$ cat config.mk
export PLATFORM = sky130hd
export DESIGN_NAME = rc_channel_frame_parser
export DESIGN_NICKNAME = d
export VERILOG_FILES = /design/src/rcfp_pkg.sv /design/src/rcfp_payload_ram.sv /design/src/rcfp_unpacker.sv /design/src/rc_channel_frame_parser.sv
export VERILOG_INCLUDE_DIRS = /design/src /design/src/src
export SDC_FILE = /design/constraint.sdc
export NUM_CORES = 1
export LEC_CHECK = 0
export ABC_AREA = 1
export BUFFER_PORTS_ARGS = -buffer_cell sky130_fd_sc_hd__buf_2
export CAP_MARGIN = 20
export CORE_MARGIN = 2
export CORE_UTILIZATION = 55
export CTS_BUF_LIST = sky130_fd_sc_hd__clkbuf_8
export DETAILED_ROUTE_END_ITERATION = 7
export GPL_ROUTABILITY_DRIVEN = 0
export MAX_ROUTING_LAYER = met4
export PLACE_DENSITY = 0.8
export SYNTH_ARGS = -nofsm -noshare
export SYNTH_HDL_FRONTEND = slang
export SYNTH_SLANG_ARGS = --single-unit
export TNS_END_PERCENT = 1
$ cat constraint.sdc
create_clock -name i_clk -period 2.5 [get_ports i_clk]
set_input_delay 0.125 -clock i_clk [delete_from_list [all_inputs] [get_ports i_clk]]
set_output_delay 0.125 -clock i_clk [all_outputs]
set_load 0.01 [all_outputs]
$ cat src/rc_channel_frame_parser_assert.svh
// assertion macros used by the frame parser unpacker module
`ifndef RC_CHANNEL_FRAME_PARSER_ASSERT_SVH
`define RC_CHANNEL_FRAME_PARSER_ASSERT_SVH

// same-cycle implication, checked out of reset
`define RCFP_ASSERT_NOW(lbl, clk, rst_n, ante, cons) \
    lbl: assert property (@(posedge clk) disable iff (!rst_n) (ante) |-> (cons)) \
        else $error("rcfp assertion failed");

// next-cycle implication, checked out of reset
`define RCFP_ASSERT_NEXT(lbl, clk, rst_n, ante, cons) \
    lbl: assert property (@(posedge clk) disable iff (!rst_n) (ante) |=> (cons)) \
        else $error("rcfp assertion failed");

`endif

$ cat src/rcfp_pkg.sv
// package: constants, types and crc helper of the rc channel frame parser
package rcfp_pkg;

    localparam int NUM_CHANNELS  = 16;
    localparam int CH_BITS       = 11;
    localparam int PAYLOAD_BYTES = (NUM_CHANNELS * CH_BITS + 7) / 8;
    localparam int ADDR_W        = $clog2(PAYLOAD_BYTES);
    localparam int COUNT_W       = 5;
    localparam int CH_IDX_W      = 4;
    localparam int ACC_W         = CH_BITS + 7;
    localparam int NBITS_W       = $clog2(ACC_W + 1);
    localparam int CFG_IDX_W     = 2;

    localparam logic [7:0] CRC_POLY = 8'hD5;
    localparam logic [7:0] ADDRESS_RESET = 8'hC8;
    localparam logic [7:0] LENGTH_RESET  = 8'd24;
    localparam logic [7:0] TYPE_RESET    = 8'h16;

    typedef enum logic [2:0] {
        ST_HUNT,
        ST_LEN,
        ST_TYPE,
        ST_PAYLOAD,
        ST_CRC,
        ST_UNPACK
    } t_parse_state;

    typedef enum logic [1:0] {
        UNP_IDLE,
        UNP_READ,
        UNP_MERGE,
        UNP_EMIT
    } t_unp_state;

    typedef enum logic [CFG_IDX_W-1:0] {
        CFG_ADDRESS = 2'd0,
        CFG_LENGTH  = 2'd1,
        CFG_TYPE    = 2'd2
    } t_cfg_index;

    typedef struct packed {
        logic              en;
        logic [ADDR_W-1:0] addr;
        logic [7:0]        data;
    } t_ram_wr;

    typedef struct packed {
        logic start;
        logic crc_ok;
    } t_unp_ctrl;

    function automatic logic [7:0] crc8_update(input logic [7:0] crc, input logic [7:0] data);
        logic [7:0] v;
        v = crc ^ data;
        for (int k = 0; k < 8; k++) begin
            if (v[7]) begin
                v = {v[6:0], 1'b0} ^ CRC_POLY;
            end else begin
                v = {v[6:0], 1'b0};
            end
        end
        return v;
    endfunction

endpackage

$ cat src/rcfp_payload_ram.sv
// payload byte store: one write port, one registered read port
module rcfp_payload_ram
    import rcfp_pkg::*;
(
    input  logic              i_clk,
    input  t_ram_wr           i_wr,
    input  logic              i_rd_en,
    input  logic [ADDR_W-1:0] i_rd_addr,
    output logic [7:0]        o_rd_data
);

    logic [7:0] mem [PAYLOAD_BYTES];
    logic [7:0] r_rd_data;

    always_ff @(posedge i_clk) begin
        if (i_wr.en) begin
            mem[i_wr.addr] <= i_wr.data;
        end
    end

    always_ff @(posedge i_clk) begin
        if (i_rd_en) begin
            r_rd_data <= mem[i_rd_addr];
        end
    end

    assign o_rd_data = r_rd_data;

endmodule

$ cat src/rcfp_unpacker.sv
// channel unpacker: reads payload bytes, slices 11-bit channels, output register
module rcfp_unpacker
    import rcfp_pkg::*;
(
    input  logic                i_clk,
    input  logic                i_rst_n,
    input  t_unp_ctrl           i_ctrl,
    output logic                o_busy,
    output logic                o_rd_en,
    output logic [ADDR_W-1:0]   o_rd_addr,
    input  logic [7:0]          i_rd_data,
    output logic                o_out_valid,
    input  logic                i_out_stall,
    output logic [CH_IDX_W-1:0] o_channel_index,
    output logic [CH_BITS-1:0]  o_channel_value,
    output logic                o_crc_ok,
    output logic                o_last
);

`include "rc_channel_frame_parser_assert.svh"

    localparam logic [CH_IDX_W-1:0] LAST_CH = CH_IDX_W'(NUM_CHANNELS - 1);
    localparam logic [NBITS_W-1:0]  CH_BITS_N = NBITS_W'(CH_BITS);

    t_unp_state           r_state, n_state;
    logic [ACC_W-1:0]     r_acc, n_acc;
    logic [NBITS_W-1:0]   r_nbits, n_nbits;
    logic [COUNT_W-1:0]   r_rd_ptr, n_rd_ptr;
    logic [CH_IDX_W-1:0]  r_ch_idx, n_ch_idx;
    logic                 r_crc_ok, n_crc_ok;
    logic                 r_out_valid, n_out_valid;
    logic [CH_IDX_W-1:0]  r_out_index, n_out_index;
    logic [CH_BITS-1:0]   r_out_value, n_out_value;
    logic                 r_out_crc_ok, n_out_crc_ok;
    logic                 r_out_last, n_out_last;
    logic                 slot_free;
    logic [NBITS_W-1:0]   nbits_after_emit;

    assign slot_free        = !r_out_valid || !i_out_stall;
    assign nbits_after_emit = r_nbits - CH_BITS_N;

    always_ff @(posedge i_clk) begin
        if (!i_rst_n) begin
            r_state     <= UNP_IDLE;
            r_out_valid <= 1'b0;
        end else begin
            r_state     <= n_state;
            r_out_valid <= n_out_valid;
        end
    end

    always_ff @(posedge i_clk) begin
        r_acc        <= n_acc;
        r_nbits      <= n_nbits;
        r_rd_ptr     <= n_rd_ptr;
        r_ch_idx     <= n_ch_idx;
        r_crc_ok     <= n_crc_ok;
        r_out_index  <= n_out_index;
        r_out_value  <= n_out_value;
        r_out_crc_ok <= n_out_crc_ok;
        r_out_last   <= n_out_last;
    end

    always_comb begin
        n_state      = r_state;
        n_acc        = r_acc;
        n_nbits      = r_nbits;
        n_rd_ptr     = r_rd_ptr;
        n_ch_idx     = r_ch_idx;
        n_crc_ok     = r_crc_ok;
        n_out_valid  = r_out_valid && i_out_stall;
        n_out_index  = r_out_index;
        n_out_value  = r_out_value;
        n_out_crc_ok = r_out_crc_ok;
        n_out_last   = r_out_last;
        o_rd_en      = 1'b0;
        unique case (r_state)
            UNP_IDLE: begin
                if (i_ctrl.start) begin
                    n_acc    = '0;
                    n_nbits  = '0;
                    n_rd_ptr = '0;
                    n_ch_idx = '0;
                    n_crc_ok = i_ctrl.crc_ok;
                    n_state  = UNP_READ;
                end
            end
            UNP_READ: begin
                o_rd_en  = 1'b1;
                n_rd_ptr = r_rd_ptr + COUNT_W'(1);
                n_state  = UNP_MERGE;
            end
            UNP_MERGE: begin
                n_acc   = r_acc | (ACC_W'(i_rd_data) << r_nbits);
                n_nbits = r_nbits + NBITS_W'(8);
                if (n_nbits >= CH_BITS_N) begin
                    n_state = UNP_EMIT;
                end else begin
                    n_state = UNP_READ;
                end
            end
            UNP_EMIT: begin
                if (slot_free) begin
                    n_out_valid  = 1'b1;
                    n_out_index  = r_ch_idx;
                    n_out_value  = r_acc[CH_BITS-1:0];
                    n_out_crc_ok = r_crc_ok;
                    n_out_last   = (r_ch_idx == LAST_CH);
                    n_acc        = r_acc >> CH_BITS;
                    n_nbits      = nbits_after_emit;
                    n_ch_idx     = r_ch_idx + CH_IDX_W'(1);
                    priority if (r_ch_idx == LAST_CH) begin
                        n_state = UNP_IDLE;
                    end else if (nbits_after_emit >= CH_BITS_N) begin
                        n_state = UNP_EMIT;
                    end else begin
                        n_state = UNP_READ;
                    end
                end
            end
            default: n_state = UNP_IDLE;
        endcase
    end

    assign o_busy          = (r_state != UNP_IDLE);
    assign o_rd_addr       = r_rd_ptr[ADDR_W-1:0];
    assign o_out_valid     = r_out_valid;
    assign o_channel_index = r_out_index;
    assign o_channel_value = r_out_value;
    assign o_crc_ok        = r_out_crc_ok;
    assign o_last          = r_out_last;

    `RCFP_ASSERT_NOW(a_emit_has_bits, i_clk, i_rst_n, r_state == UNP_EMIT, r_nbits >= CH_BITS_N)
    `RCFP_ASSERT_NOW(a_read_in_range, i_clk, i_rst_n, o_rd_en, r_rd_ptr < COUNT_W'(PAYLOAD_BYTES))
    `RCFP_ASSERT_NOW(a_frame_consumed, i_clk, i_rst_n, $fell(o_busy), r_nbits < NBITS_W'(8))

endmodule

$ cat src/rc_channel_frame_parser.sv
// rc channel frame parser top level: byte framing, crc and unpack control
//
// Input channel (i_in_valid / o_in_stall / i_rx_byte) takes one received byte
// per request. The parser hunts for the address byte, checks length and type
// against the configured values and stores the payload bytes while updating a
// crc-8 (poly 0xd5). Bytes are taken one per cycle while framing.
// On the crc byte the payload ram is read back one byte at a time and
// the output channel (o_out_valid / i_out_stall) delivers NUM_CHANNELS
// requests, channel index 0 first, o_last on the final one. The first request
// is valid once two payload bytes have been read and merged. Input is stalled
// while the frame is unpacked, also while the output is stalled; the frame is
// read back through the single ram read port.
// The output register lets the receiver stall at any time; a held request
// does not change. Config writes (i_cfg_valid / o_cfg_ready) go to address,
// length or type match registers, other indexes are ignored; always ready.
// Synchronous reset restores match values 0xc8, 24, 0x16 and the hunt.
module rc_channel_frame_parser
    import rcfp_pkg::*;
(
    input  logic                 i_clk,
    input  logic                 i_rst_n,
    input  logic                 i_in_valid,
    output logic                 o_in_stall,
    input  logic [7:0]           i_rx_byte,
    output logic                 o_out_valid,
    input  logic                 i_out_stall,
    output logic [CH_IDX_W-1:0]  o_channel_index,
    output logic [CH_BITS-1:0]   o_channel_value,
    output logic                 o_crc_ok,
    output logic                 o_last,
    input  logic                 i_cfg_valid,
    output logic                 o_cfg_ready,
    input  logic [CFG_IDX_W-1:0] i_cfg_index,
    input  logic [7:0]           i_cfg_data
);

    t_parse_state       r_state, n_state;
    logic [COUNT_W-1:0] r_count, n_count;
    logic [7:0]         r_crc, n_crc;
    logic [7:0]         r_address_match, r_length_match, r_type_match;
    logic               in_accept;
    t_ram_wr            ram_wr;
    t_unp_ctrl          unp_ctrl;
    logic               unp_busy;
    logic               rd_en;
    logic [ADDR_W-1:0]  rd_addr;
    logic [7:0]         rd_data;

    assign o_cfg_ready = 1'b1;
    assign o_in_stall  = (r_state == ST_UNPACK);
    assign in_accept   = i_in_valid && !o_in_stall;

    always_ff @(posedge i_clk) begin
        if (!i_rst_n) begin
            r_address_match <= ADDRESS_RESET;
            r_length_match  <= LENGTH_RESET;
            r_type_match    <= TYPE_RESET;
        end else if (i_cfg_valid) begin
            unique case (i_cfg_index)
                CFG_ADDRESS: r_address_match <= i_cfg_data;
                CFG_LENGTH:  r_length_match  <= i_cfg_data;
                CFG_TYPE:    r_type_match    <= i_cfg_data;
                default: ;
            endcase
        end
    end

    always_ff @(posedge i_clk) begin
        if (!i_rst_n) begin
            r_state <= ST_HUNT;
            r_count <= '0;
            r_crc   <= '0;
        end else begin
            r_state <= n_state;
            r_count <= n_count;
            r_crc   <= n_crc;
        end
    end

    always_comb begin
        n_state         = r_state;
        n_count         = r_count;
        n_crc           = r_crc;
        ram_wr.en       = 1'b0;
        ram_wr.addr     = r_count[ADDR_W-1:0];
        ram_wr.data     = i_rx_byte;
        unp_ctrl.start  = 1'b0;
        unp_ctrl.crc_ok = (i_rx_byte == r_crc);
        unique case (r_state)
            ST_HUNT: begin
                if (in_accept) begin
                    n_count = '0;
                    n_state = (i_rx_byte == r_address_match) ? ST_LEN : ST_HUNT;
                end
            end
            ST_LEN: begin
                if (in_accept) begin
                    n_count = '0;
                    n_state = (i_rx_byte == r_length_match) ? ST_TYPE : ST_HUNT;
                end
            end
            ST_TYPE: begin
                if (in_accept) begin
                    n_count = '0;
                    if (i_rx_byte == r_type_match) begin
                        n_crc   = crc8_update(8'h00, i_rx_byte);
                        n_state = ST_PAYLOAD;
                    end else begin
                        n_state = ST_HUNT;
                    end
                end
            end
            ST_PAYLOAD: begin
                if (in_accept) begin
                    ram_wr.en = 1'b1;
                    n_crc     = crc8_update(r_crc, i_rx_byte);
                    n_count   = r_count + COUNT_W'(1);
                    if (n_count >= COUNT_W'(PAYLOAD_BYTES)) begin
                        n_state = ST_CRC;
                    end
                end
            end
            ST_CRC: begin
                if (in_accept) begin
                    unp_ctrl.start = 1'b1;
                    n_count        = '0;
                    n_state        = ST_UNPACK;
                end
            end
            ST_UNPACK: begin
                if (!unp_busy) begin
                    n_state = ST_HUNT;
                end
            end
            default: n_state = ST_HUNT;
        endcase
    end

    rcfp_payload_ram u_ram (
        .i_clk     (i_clk),
        .i_wr      (ram_wr),
        .i_rd_en   (rd_en),
        .i_rd_addr (rd_addr),
        .o_rd_data (rd_data)
    );

    rcfp_unpacker u_unpacker (
        .i_clk           (i_clk),
        .i_rst_n         (i_rst_n),
        .i_ctrl          (unp_ctrl),
        .o_busy          (unp_busy),
        .o_rd_en         (rd_en),
        .o_rd_addr       (rd_addr),
        .i_rd_data       (rd_data),
        .o_out_valid     (o_out_valid),
        .i_out_stall     (i_out_stall),
        .o_channel_index (o_channel_index),
        .o_channel_value (o_channel_value),
        .o_crc_ok        (o_crc_ok),
        .o_last          (o_last)
    );

endmodule
==> results of run 1 <==
==> power groups by stage <==
| stage | Combinational (mW) | Sequential, mW | Clock [mW] |
|---|---|---|---|
| CTS | 3.30 | 5.68 | 3.90 |
| global route | 3.69 | 5.71 | 4.10 |
| detailed placement | 3.27 | 5.77 | 0 |
| global placement | 3.18 | 5.76 | 0 |
| floorplan | 2.35 | 5.65 | 0 |
| finish | 3.36 | 5.68 | 3.85 |
==> area by class of cell <==
type | instances | area [um2] | share of cell area
Sequential cell | 277 | 7890 | 0.545
Inverter | 82 | 342 | 0.0236
Clock inverter | 37 | 272 | 0.0188
Multi-Input combinational cell | 808 | 4280 | 0.296
Clock buffer | 45 | 619 | 0.0428
Tap cell | 285 | 357 | 0.0246
Timing Repair Buffer | 102 | 711 | 0.0491
==> flip-flops by register name, indices dropped and copies added (netlist names) <==
register                    count
u_unpacker.r_nbits              5
r_type_match                    8
u_unpacker.r_crc_ok             1
r_state                         3
u_unpacker.r_ch_idx             4
u_unpacker.r_acc               18
u_unpacker.o_out_valid          1
r_length_match                  8
r_crc                           8
u_unpacker.o_crc_ok             1
u_ram.mem                     176
u_unpacker.o_channel_index      4
r_address_match                 8
u_unpacker.o_rd_addr            5
u_unpacker.o_channel_value     11
u_unpacker.r_state              2
u_unpacker.o_last               1
r_count                         5
u_ram.o_rd_data                 8
==> critical path, cell delays in order (launching register included) <==
cell and delay [ns]:
dfxtp_1 0.34, nor2_1 0.24, nand2_1 0.20, o21ai_0 0.27, o21ai_0 0.28, nor2_1 0.57
==> metrics by stage <==
step                      utilization  total power [mW]  area (um2)  hold WS [ns]  worst slack (ns)
final                           0.637              12.9       14500        0.0267             0.219
after detailed placement        0.594              9.04       13500         0.378             0.190
after global routing            0.637              13.5       14500        0.0458            0.0389
after CTS                       0.637              12.9       14500      0.000709             0.149
after floorplan                     -              8.00       12800         0.224             0.292
after global placement          0.594              8.93       13500         0.372             0.269
==> placed cells by master (no fill, tap or decap), drive strengths merged, types with 2 or more instances in the layout <==
cell type and count:
o221ai 10, clkinv 25, xor2 23, a221oi 4, or2 9, dfxtp 43
xnor2 22, nor2 184, buf 93, inv 86, a211oi 6, o211ai 2
nor4 3, a32oi 5, nand2 202, clkbuf 45, o21bai 2, o22ai 27
a21oi 44, edfxtp 234, clkinvlp 4, a31oi 21, nand4 4, nand3 60
o21ai 138, ha 15, nor3 12, dlygate4sd3 9, bufinv 4, xnor3 2
o21a 2, mux2i 5
==> cell families after synthesis <==
family | count (synthesis) | share of synthesized area
AND/OR/NAND/NOR | 475 | 0.160
buffers and inverters | 136 | 0.0470
adder cells (fa/ha/maj) | 15 | 0.0147
multiplexers | 5 | 0.00392
other | 1 | 0.000294
AO/OA/AOI/OAI | 265 | 0.118
XOR/XNOR | 47 | 0.0382
flip-flops | 277 | 0.618
==> per-layer routing <==
metal,GRT usage,routed length [um],up-vias
met5,-,0,-
met4,0.0808,722,0
met3,0.0429,2190,58
met2,0.403,14400,417
met1,0.331,12200,4424
li1,-,-,4476
==> final timing paths <==
check,from,end,slack (ns),depth (start not counted)
setup / recovery,r_state[0]$_SDFFE_PN0P_,u_unpacker.r_ch_idx[2]$_SDFFCE_PN0P_,0.22,5
hold reg to reg,u_unpacker.r_crc_ok$_DFFE_PP_,u_unpacker.o_crc_ok$_DFFE_PP_,0.45,0
hold / removal,i_rst_n,r_length_match[3]$_SDFFE_PN1P_,0.03,2
setup reg to reg,r_state[0]$_SDFFE_PN0P_,u_unpacker.r_ch_idx[2]$_SDFFCE_PN0P_,0.22,5
==> timing repair <==
item / CTS / global route
resized for setup: 0 / 1
endpoints found under the setup margin: 0 / 50
hold buffers: 9 / 0
setup buffers: 0 / 0
endpoints found under the hold margin: 25 / 0
==> results.md, run 1 <==
* CTS H-tree depth at 2
* Fin nets at between 1000 and 1500
* Clock Skew at around 0.037 ns
* Fill count at between 1500 and 2000
* Routed wire per std cell at 18.0 um
* CP Data Required Time at around 2.7 ns
* Largest net degree at the start of global routing at 92
* RSZ-0062 raised after global routing: no
* DR pass1 iterations at 6
* Net Sw Frac at 0.332
* Iteration-0 DRC Markers at slightly above 1000
* Top post-synthesis cells by count: edfxtp_1 (234), nor2_1 (183), nand2_1 (182), o21ai_0 (137), inv_1 (67)
* Post-synth cell types at 54
* Routed wire length at between 20 and 30 mm
* Number of remaining DRC errors at 0
* Vias at ~9400
* Total track usage at 0.252
* VDD IR-drop max at roughly 0.43 mV
* Worst Tran Pin Value at roughly 0.64 ns
* Combinational power share at 0.261
* Gate Count Post-Synth at about 1200
* Die width at roughly 160 um
* #FFs+latches synth at ~280
* Tcrit/Tclk final at 0.913
* Core area at around 0.023 mm2
* LEAKAGE at around 5.4 nW
* Placed instance count at approximately 1500
* Sequential share of the synthesized area at 0.618
* Die Y at ~160 um
* Pins Over Slew Limit at 0
* Total CTS buffers at 44
* Top-area cell type share of the netlist area at 0.551
* Clk slew on worst S/H paths at ~0.07 ns
* Post-synth top flop: edfxtp_1
* Final setup viols at 0
* DRT antenna net count at 0
* Antenna Cells at 0
* Most common cell in the synthesized netlist: edfxtp_1
* Worst setup EP type: register
* Clk Latency, worst-skew pair at between 0.5 and 0.6 ns
* Initial antenna violation count at 0
* Seq pwr share at 0.441
* P_sw at approximately 4.3 mW
* Worst Hold Class: input pin to register
* Final Critical Period at about 2.3 ns
* Initial core utilization at 0.562
* Hold violation count in the final report at 0
* Max cap viols at 0
* Yosys warning count at 0
* Die ar. at 0.0244 mm2
* Final HPWL DP at 19.7 mm
* Clk root buf: clkbuf_8
* Drt via density at between 5 and 6
* Global-route wire length before repair at roughly 47 mm
* Syn Std Cell Area at between 0.01 and 0.015 mm2
* Clock tree buffer depth at 3
* Number of top-level pins at 43
* Async set-or-reset flop fraction in the synthesized netlist at 0
* FP Rows at 55
* Vias in the first global route at between 8000 and 9000
* Clock share of power at 0.299
* Synthesized Nets at 1259
* Fmax at roughly 440 MHz
* Clock sinks at roughly 280
* Area leader, netlist: edfxtp_1
* Layout cells sized above 1 at 0.152
* Fin cells at about 1600
* TritonCTS clock tree: done
* Slew headroom at 0.571
* Startpoint types: register
* Number of port buffers at ~40
* Global route total overflow at 0
* Status: finished clean
* Synth area leaders: edfxtp_1 (55%), dfxtp_1 (6.7%), nor2_1 (5.4%), o21ai_0 (5.4%), nand2_1 (5.4%)
* Critical path class: register to register
* Int Pwr at 8.62 mW
* Crit Path Max Fanout at 7
* Cell area power density at 891 mW/mm2
* Total negative slack at 0 ns
* Arr. time, crit path at between 2 and 2.5 ns
* EDFF count, synth at about 230
* Syn_area_per_cell at ~10 um2
* Area Growth Syn to Fin at 13.4%
(Power assumes the default switching activity.)
==> run 2, diff against run 1 <==
Settings changed: BUFFER_PORTS_ARGS -buffer_cell sky130_fd_sc_hd__buf_2 to not set, DONT_BUFFER_PORTS set to 1, PLACE_DENSITY 0.8 to 0.78.
==> run 2 against run 1 <==
Effect of this change:
- final area shrank 0.81%
- count of clock-buffer cells in the layout is 1 higher
- wire length about the same
- via count fell by 1.8%
- utilization decreased by 0.52 points
- total power fell by 2.6%
- final cell count fell by 1.8%
- worst hold slack got worse by 0.0044 ns
- clock power decreased by 8.6%
- register-to-register slack improved by 0.04 ns
- first-iteration DRC count is 2.0% lower
- critical path type unchanged
- largest cell class unchanged
- highest routed layer unchanged
==> results.md, run 2 (synthesis results as in run 1) <==
* Status: finished clean
* Hold violation count in the final report at 0
* Global-route wire length before repair at approximately 46 mm
* Tcrit/Tclk final at 0.896
* Worst hold path depth at 7
* Most frequent cells in the layout: edfxtp_1 (234), nor2_1 (183), nand2_1 (182)
* Clk Latency, worst-skew pair at 0.55 ns
* Worst Hold Class: input pin to register
* Final setup viols at 0
* TritonCTS clock tree: done
* Hold WS at between 0.02 and 0.025 ns
* CTS H-tree depth at 2
* Post-CTS Setup Inserts at 0
* Number of top-level pins at 43
* Hold path start: i_rx_byte[7]
* Total track usage at 0.253
* Combinational power share at 0.267
* Area Growth Syn to Fin at 12.5%
* Largest net degree at the start of global routing at 56
* Total negative slack at 0 ns
* Total CTS buffers at 43
* Worst R2R End: u_ram.mem[3][2]$_DFFE_PP_
* Startpoint types: register
* Max cap viols at 0
* Clk slew on worst S/H paths at ~0.060 ns
* Die width at 156 um
* Drt via density at around 5.7
* Path depth of the worst reg2reg path at 8
* Fin nets at approximately 1300
* Number of port buffers at 0
* Clock sinks at 277
* Fmax at approximately 450 MHz
* Biggest register: u_ram.mem
* WHS Endpoint: r_state[1]$_SDFFE_PN0P_
* DRT antenna net count at 0
* FP Rows at 55
* P_sw at about 4.2 mW
* Max reg flops at 176
* RSZ-0062 raised after global routing: no
* Core area at between 0.02 and 0.025 mm2
* R2r setup slk at roughly 0.26 ns
* LEAKAGE at between 5 and 6 nW
* Arr. time, crit path at between 2 and 2.5 ns
* VDD IR-drop max at between 0.4 and 0.5 mV
* Cell area power density at 875 mW/mm2
* Number of remaining DRC errors at 0
* Clock Skew at 0.0263 ns
* Final Critical Period at around 2.2 ns
* Vias in the first global route at 8818
* Critical path class: register to register
* Clock tree buffer depth at 3
* Clk root buf: clkbuf_8
* Pins Over Slew Limit at 0
* Commonest non-fill, non-tap cell in the layout: edfxtp_1
* Slew headroom at 0.264
* Layout cells sized above 1 at 0.114
* Critical R2R Launch: r_state[0]$_SDFFE_PN0P_
* Int Pwr at ~8.3 mW
* Initial core utilization at 0.562
* Net Sw Frac at 0.337
* Routed wire length at roughly 30 mm
* Worst Tran Pin Value at approximately 1.1 ns
* Final HPWL DP at about 18 mm
* Crit Path Max Fanout at 12
* Clock share of power at 0.280
* Routed wire per std cell at 18.4 um
* Seq pwr share at 0.453
* Iteration-0 DRC Markers at approximately 1000
* Die Y at 156 um
* Vias at a little over 9000
* Fill count at 1750
* Worst setup EP type: register
* Initial antenna violation count at 1
* Global route total overflow at 0
* DR pass1 iterations at 8
* CP Data Required Time at between 2 and 3 ns
* Die ar. at approximately 0.024 mm2
==> run 2: final cells by class <==
class	count	area, um2	share of cell area
timing repair buffer	74	683	0.0476
tap	285	357	0.0248
sequential	277	7890	0.550
multi-input combinational	808	4290	0.299
clock buffer	46	633	0.0441
antenna	1	2.50	0.000174
clock inverter	33	164	0.0114
inverter	82	342	0.0238
==> run 2: metrics by stage <==
step	instances	util	setup slack, ns	power [mW]	cell area, um2
after floorplan	1221	-	0.292	8.00	12800
after global placement	1494	0.582	0.410	8.85	13200
after detailed placement	1494	0.582	0.369	8.92	13200
after CTS	1603	0.630	0.285	12.5	14300
after global routing	1606	0.632	0.100	13.2	14400
final	1606	0.632	0.260	12.6	14400
==> run 2: what timing repair did <==
item,CTS,global route
hold buffers,30,0
resized for setup,0,0
endpoints found under the setup margin,0,0
endpoints found under the hold margin,237,0
==> run 2: worst max-delay path, cell delays in order, from the launching register on <==
cell	delay, ns
dfxtp_1	0.39
inv_1	0.10
nor3_4	0.17
inv_1	0.19
nor2_1	0.27
buf_4	0.19
nand2_1	0.20
nor2_1	0.21
buf_4	0.21
==> run 2: how the worst max path moves through the flow <==
| stage | slack (ns) | startpoint | endpoint |
|---|---|---|---|
| after floorplan | 0.29 | u_unpacker.r_state[0]$_SDFFE_PN0P_ | u_unpacker.o_channel_index[0]$_DFFE_PP_ |
| after global placement | 0.41 | r_state[0]$_SDFFE_PN0P_ | u_unpacker.r_ch_idx[2]$_SDFFCE_PN0P_ |
| final | 0.26 | r_state[0]$_SDFFE_PN0P_ | u_ram.mem[3][2]$_DFFE_PP_ |
| after global routing | 0.10 | r_crc[7]$_SDFFE_PN0P_ | r_crc[4]$_SDFFE_PN0P_ |
| after detailed placement | 0.37 | r_crc[7]$_SDFFE_PN0P_ | r_crc[4]$_SDFFE_PN0P_ |
| after CTS | 0.28 | i_rx_byte[4] | r_crc[3]$_SDFFE_PN0P_ |
==> run 2: power groups by stage <==
stage / Sequential (mW) / Clock, mW / Combinational [mW]
after detailed placement: 5.78 / 0 / 3.14
final: 5.69 / 3.52 / 3.35
after CTS: 5.68 / 3.56 / 3.28
after floorplan: 5.65 / 0 / 2.35
after global routing: 5.73 / 3.76 / 3.68
after global placement: 5.76 / 0 / 3.09
==> run 2: per-layer routing <==
layer / share of wire / routed length [um] / global-route usage
met2: 0.48 / 14300 / 0.405
met5: 0 / 0 / -
met4: 0.030 / 887 / 0.0926
met1: 0.41 / 12100 / 0.326
met3: 0.076 / 2260 / 0.0451
==> run 3, diff against run 2 <==
Settings changed: ABC_AREA 1 to not set, PLACE_DENSITY 0.78 to 0.71.
==> run 3 against run 2 <==
Effect of this change:
- combinational power decreased by 69%
- critical path type unchanged
- maximum frequency decreased by 4.8%
- setup slack got worse by 0.11 ns
- largest power group unchanged
- non-clock buffer count decreased by 17
- via count decreased by 20%
- highest routed layer unchanged
- die area decreased by 2.8%
- sequential power decreased by 6.5%
==> results.md, run 3 <==
* Post-CTS Setup Inserts at 0
* Vias in the first global route at 7506
* Placed instance count at between 1000 and 1500
* Sequential share of the synthesized area at 0.636
* Top-area cell type share of the netlist area at 0.567
* Tcrit/Tclk final at 0.941
* Routed wire length at between 20 and 30 mm
* LEAKAGE at about 4.9 nW
* Core area at ~0.022 mm2
* Clock sinks at 277
* Number of port buffers at 0
* EDFF count, synth at approximately 230
* Post-synth cell types at a little under 60
* VDD IR-drop max at 0.612 mV
* Status: finished clean
* Seq pwr share at 0.509
* Final Critical Period at roughly 2.4 ns
* Clk slew on worst S/H paths at ~0.070 ns
* Number of top-level pins at 43
* Clock tree buffer depth at 3
* Startpoint types: register
* Die width at ~150 um
* Area leader, netlist: edfxtp_1
* Final HPWL DP at about 16 mm
* PnR Total Power at approximately 10 mW
* Routed wire per std cell at 22.0 um
* Die Y at 154 um
* Total track usage at 0.239
* Global route total overflow at 0
* Fmax at around 420 MHz
* Slew headroom at 0.241
* Most frequent cells in the layout: edfxtp_1 (234), nor2_1 (62), nand2_1 (61)
* Clk Latency, worst-skew pair at about 0.57 ns
* Post-synth top flop: edfxtp_1
* Hold violation count in the final report at 0
* DR pass1 iterations at 5
* Clock Skew at approximately 0.021 ns
* Multi-input gate area at 0.00424 mm2
* Max cap viols at 0
* Clock share of power at 0.392
* Cell area power density at roughly 750 mW/mm2
* Int Pwr at just under 8 mW
* Vias at roughly 7300
* Iteration-0 DRC Markers at approximately 520
* Place WS at 0.151 ns
* RSZ-0062 raised after global routing: no
* Biggest register: u_ram.mem
* Critical path class: register to register
* Initial antenna violation count at 0
* Hold WS at ~0.058 ns
* FP Rows at 54
* CP Data Required Time at around 2.8 ns
* Final setup viols at 0
* Worst Hold Class: input pin to register
* Most common cell in the synthesized netlist: edfxtp_1
* Top post-synthesis cells by count: edfxtp_1 (234), nor2_1 (62), nand2_1 (61), mux2i_1 (57), dfxtp_1 (43)
* Fin nets at about 950
* Global-route wire length before repair at between 40 and 50 mm
* Clk root buf: clkbuf_8
* Total CTS buffers at 45
* Area Growth Syn to Fin at 12.9%
* Gate Count Post-Synth at about 860
* Commonest non-fill, non-tap cell in the layout: edfxtp_1
* Async set-or-reset flop fraction in the synthesized netlist at 0
* Net Sw Frac at 0.241
* Total negative slack at 0 ns
* Syn_area_per_cell at about 14 um2
* Min setup slack post-route at approximately 0.15 ns
* Arr. time, crit path at approximately 2.6 ns
* Worst Tran Pin Value at around 1.1 ns
* Yosys warning count at 0
* Layout cells sized above 1 at 0.165
* Number of remaining DRC errors at 0
* P_sw at roughly 2.5 mW
* Fill count at 1550
* Drt via density at between 5 and 6
* Initial core utilization at 0.565
* Antenna Cells at 0
* Pins Over Slew Limit at 0
* #FFs+latches synth at roughly 280
* Die ar. at approximately 0.024 mm2
* Syn Std Cell Area at approximately 0.012 mm2
* Max reg flops at 176
* Register area at approximately 0.0079 mm2
* Combinational power share at 0.099
* CTS H-tree depth at 2
* Largest net degree at the start of global routing at 37
* Synth area leaders: edfxtp_1 (57%), mux4_2 (7.3%), dfxtp_1 (6.9%), mux2i_1 (4.6%), xnor2_1 (3.0%)
* Crit Path Max Fanout at 15
* Worst setup EP type: register
* Fin cells at roughly 1200
* DRT antenna net count at 0
* Synthesized Nets at between 900 and 1000
* TritonCTS clock tree: done
## run 3: cell types whose count changed after synthesis, moves of 23 or more
cell,change
mux4_2,+40
inv_1,-57
o22ai_1,-25
nand2_1,-121
nor2_1,-121
and2_1,+24
nand3_1,-50
o21ai_0,-96
xnor2_1,+23
mux2i_1,+52
## run 3: what timing repair did
item,CTS,global route
endpoints found under the setup margin,0,32
gates resized for setup,0,1
hold endpoints to repair,237,0
hold buffers,25,0
## run 3: cell families (layout without fill, tap and decap cells)
logic type                 after synthesis  in the layout  synth area share
DFF                                    277            277             0.636
and+or+nand+nor                        198            198            0.0780
AOI/OAI and AO/OA                      117            117            0.0585
muxes                                  107            107             0.128
xor gates and xnor gates                85             85            0.0619
buffers and inverters                   64            145            0.0224
adders and majority gates               15             15            0.0151
other                                    1              1          0.000302
## run 3: cell type report
type,instances,share of cell area
Clock buffer,52,0.0511
Clock inverter,26,0.0164
Inverter,10,0.00268
Multi-Input combinational cell,523,0.303
Sequential cell,277,0.563
Tap cell,280,0.0250
Timing Repair Buffer,57,0.0383
## run 3: critical path, cell delays in order, from the launching register on
cell	delay, ns
edfxtp_1	0.39
buf_4	0.31
mux4_2	0.54
mux2_2	0.28
o21ai_0	0.32
o21ai_0	0.19
## run 3: per-layer routing
| metal | wire length [um] | GRT usage | vias up |
|---|---|---|---|
| met1 | 11000 | 0.304 | 3698 |
| met4 | 677 | 0.0788 | 0 |
| li1 | - | - | 3321 |
| met3 | 1550 | 0.0423 | 51 |
| met2 | 13700 | 0.394 | 252 |
| met5 | 0 | - | - |
## run 3: metrics by stage
step | area (um2) | util
finish | 14000 | 0.637
global route | 14000 | 0.637
CTS | 14000 | 0.637
detailed placement | 12800 | 0.582
global placement | 12800 | 0.582
floorplan | 12400 | -
## run 3: power by group through the flow
stage | logic (mW) | clock network [mW] | registers, mW
6_report | 1.04 | 4.10 | 5.32
5_1_grt | 1.13 | 4.39 | 5.34
4_1_cts | 1.04 | 4.16 | 5.32
3_5_place_dp | 0.926 | 0 | 5.42
3_3_place_gp | 0.894 | 0 | 5.41
2_1_floorplan | 0.758 | 0 | 5.35
## run 3: final timing paths
kind | startpoint | to | slack (ns) | cells after the start
worst max register to register | u_unpacker.o_rd_addr[0]$_SDFFCE_PN0P_ | u_ram.o_rd_data[3]$_DFFE_PP_ | 0.15 | 5
worst min register to register | u_unpacker.r_crc_ok$_DFFE_PP_ | u_unpacker.o_crc_ok$_DFFE_PP_ | 0.44 | 0
worst min-delay path | i_rx_byte[4] | r_crc[6]$_SDFFE_PN0P_ | 0.06 | 5
worst max-delay path | u_unpacker.o_rd_addr[0]$_SDFFCE_PN0P_ | u_ram.o_rd_data[3]$_DFFE_PP_ | 0.15 | 5
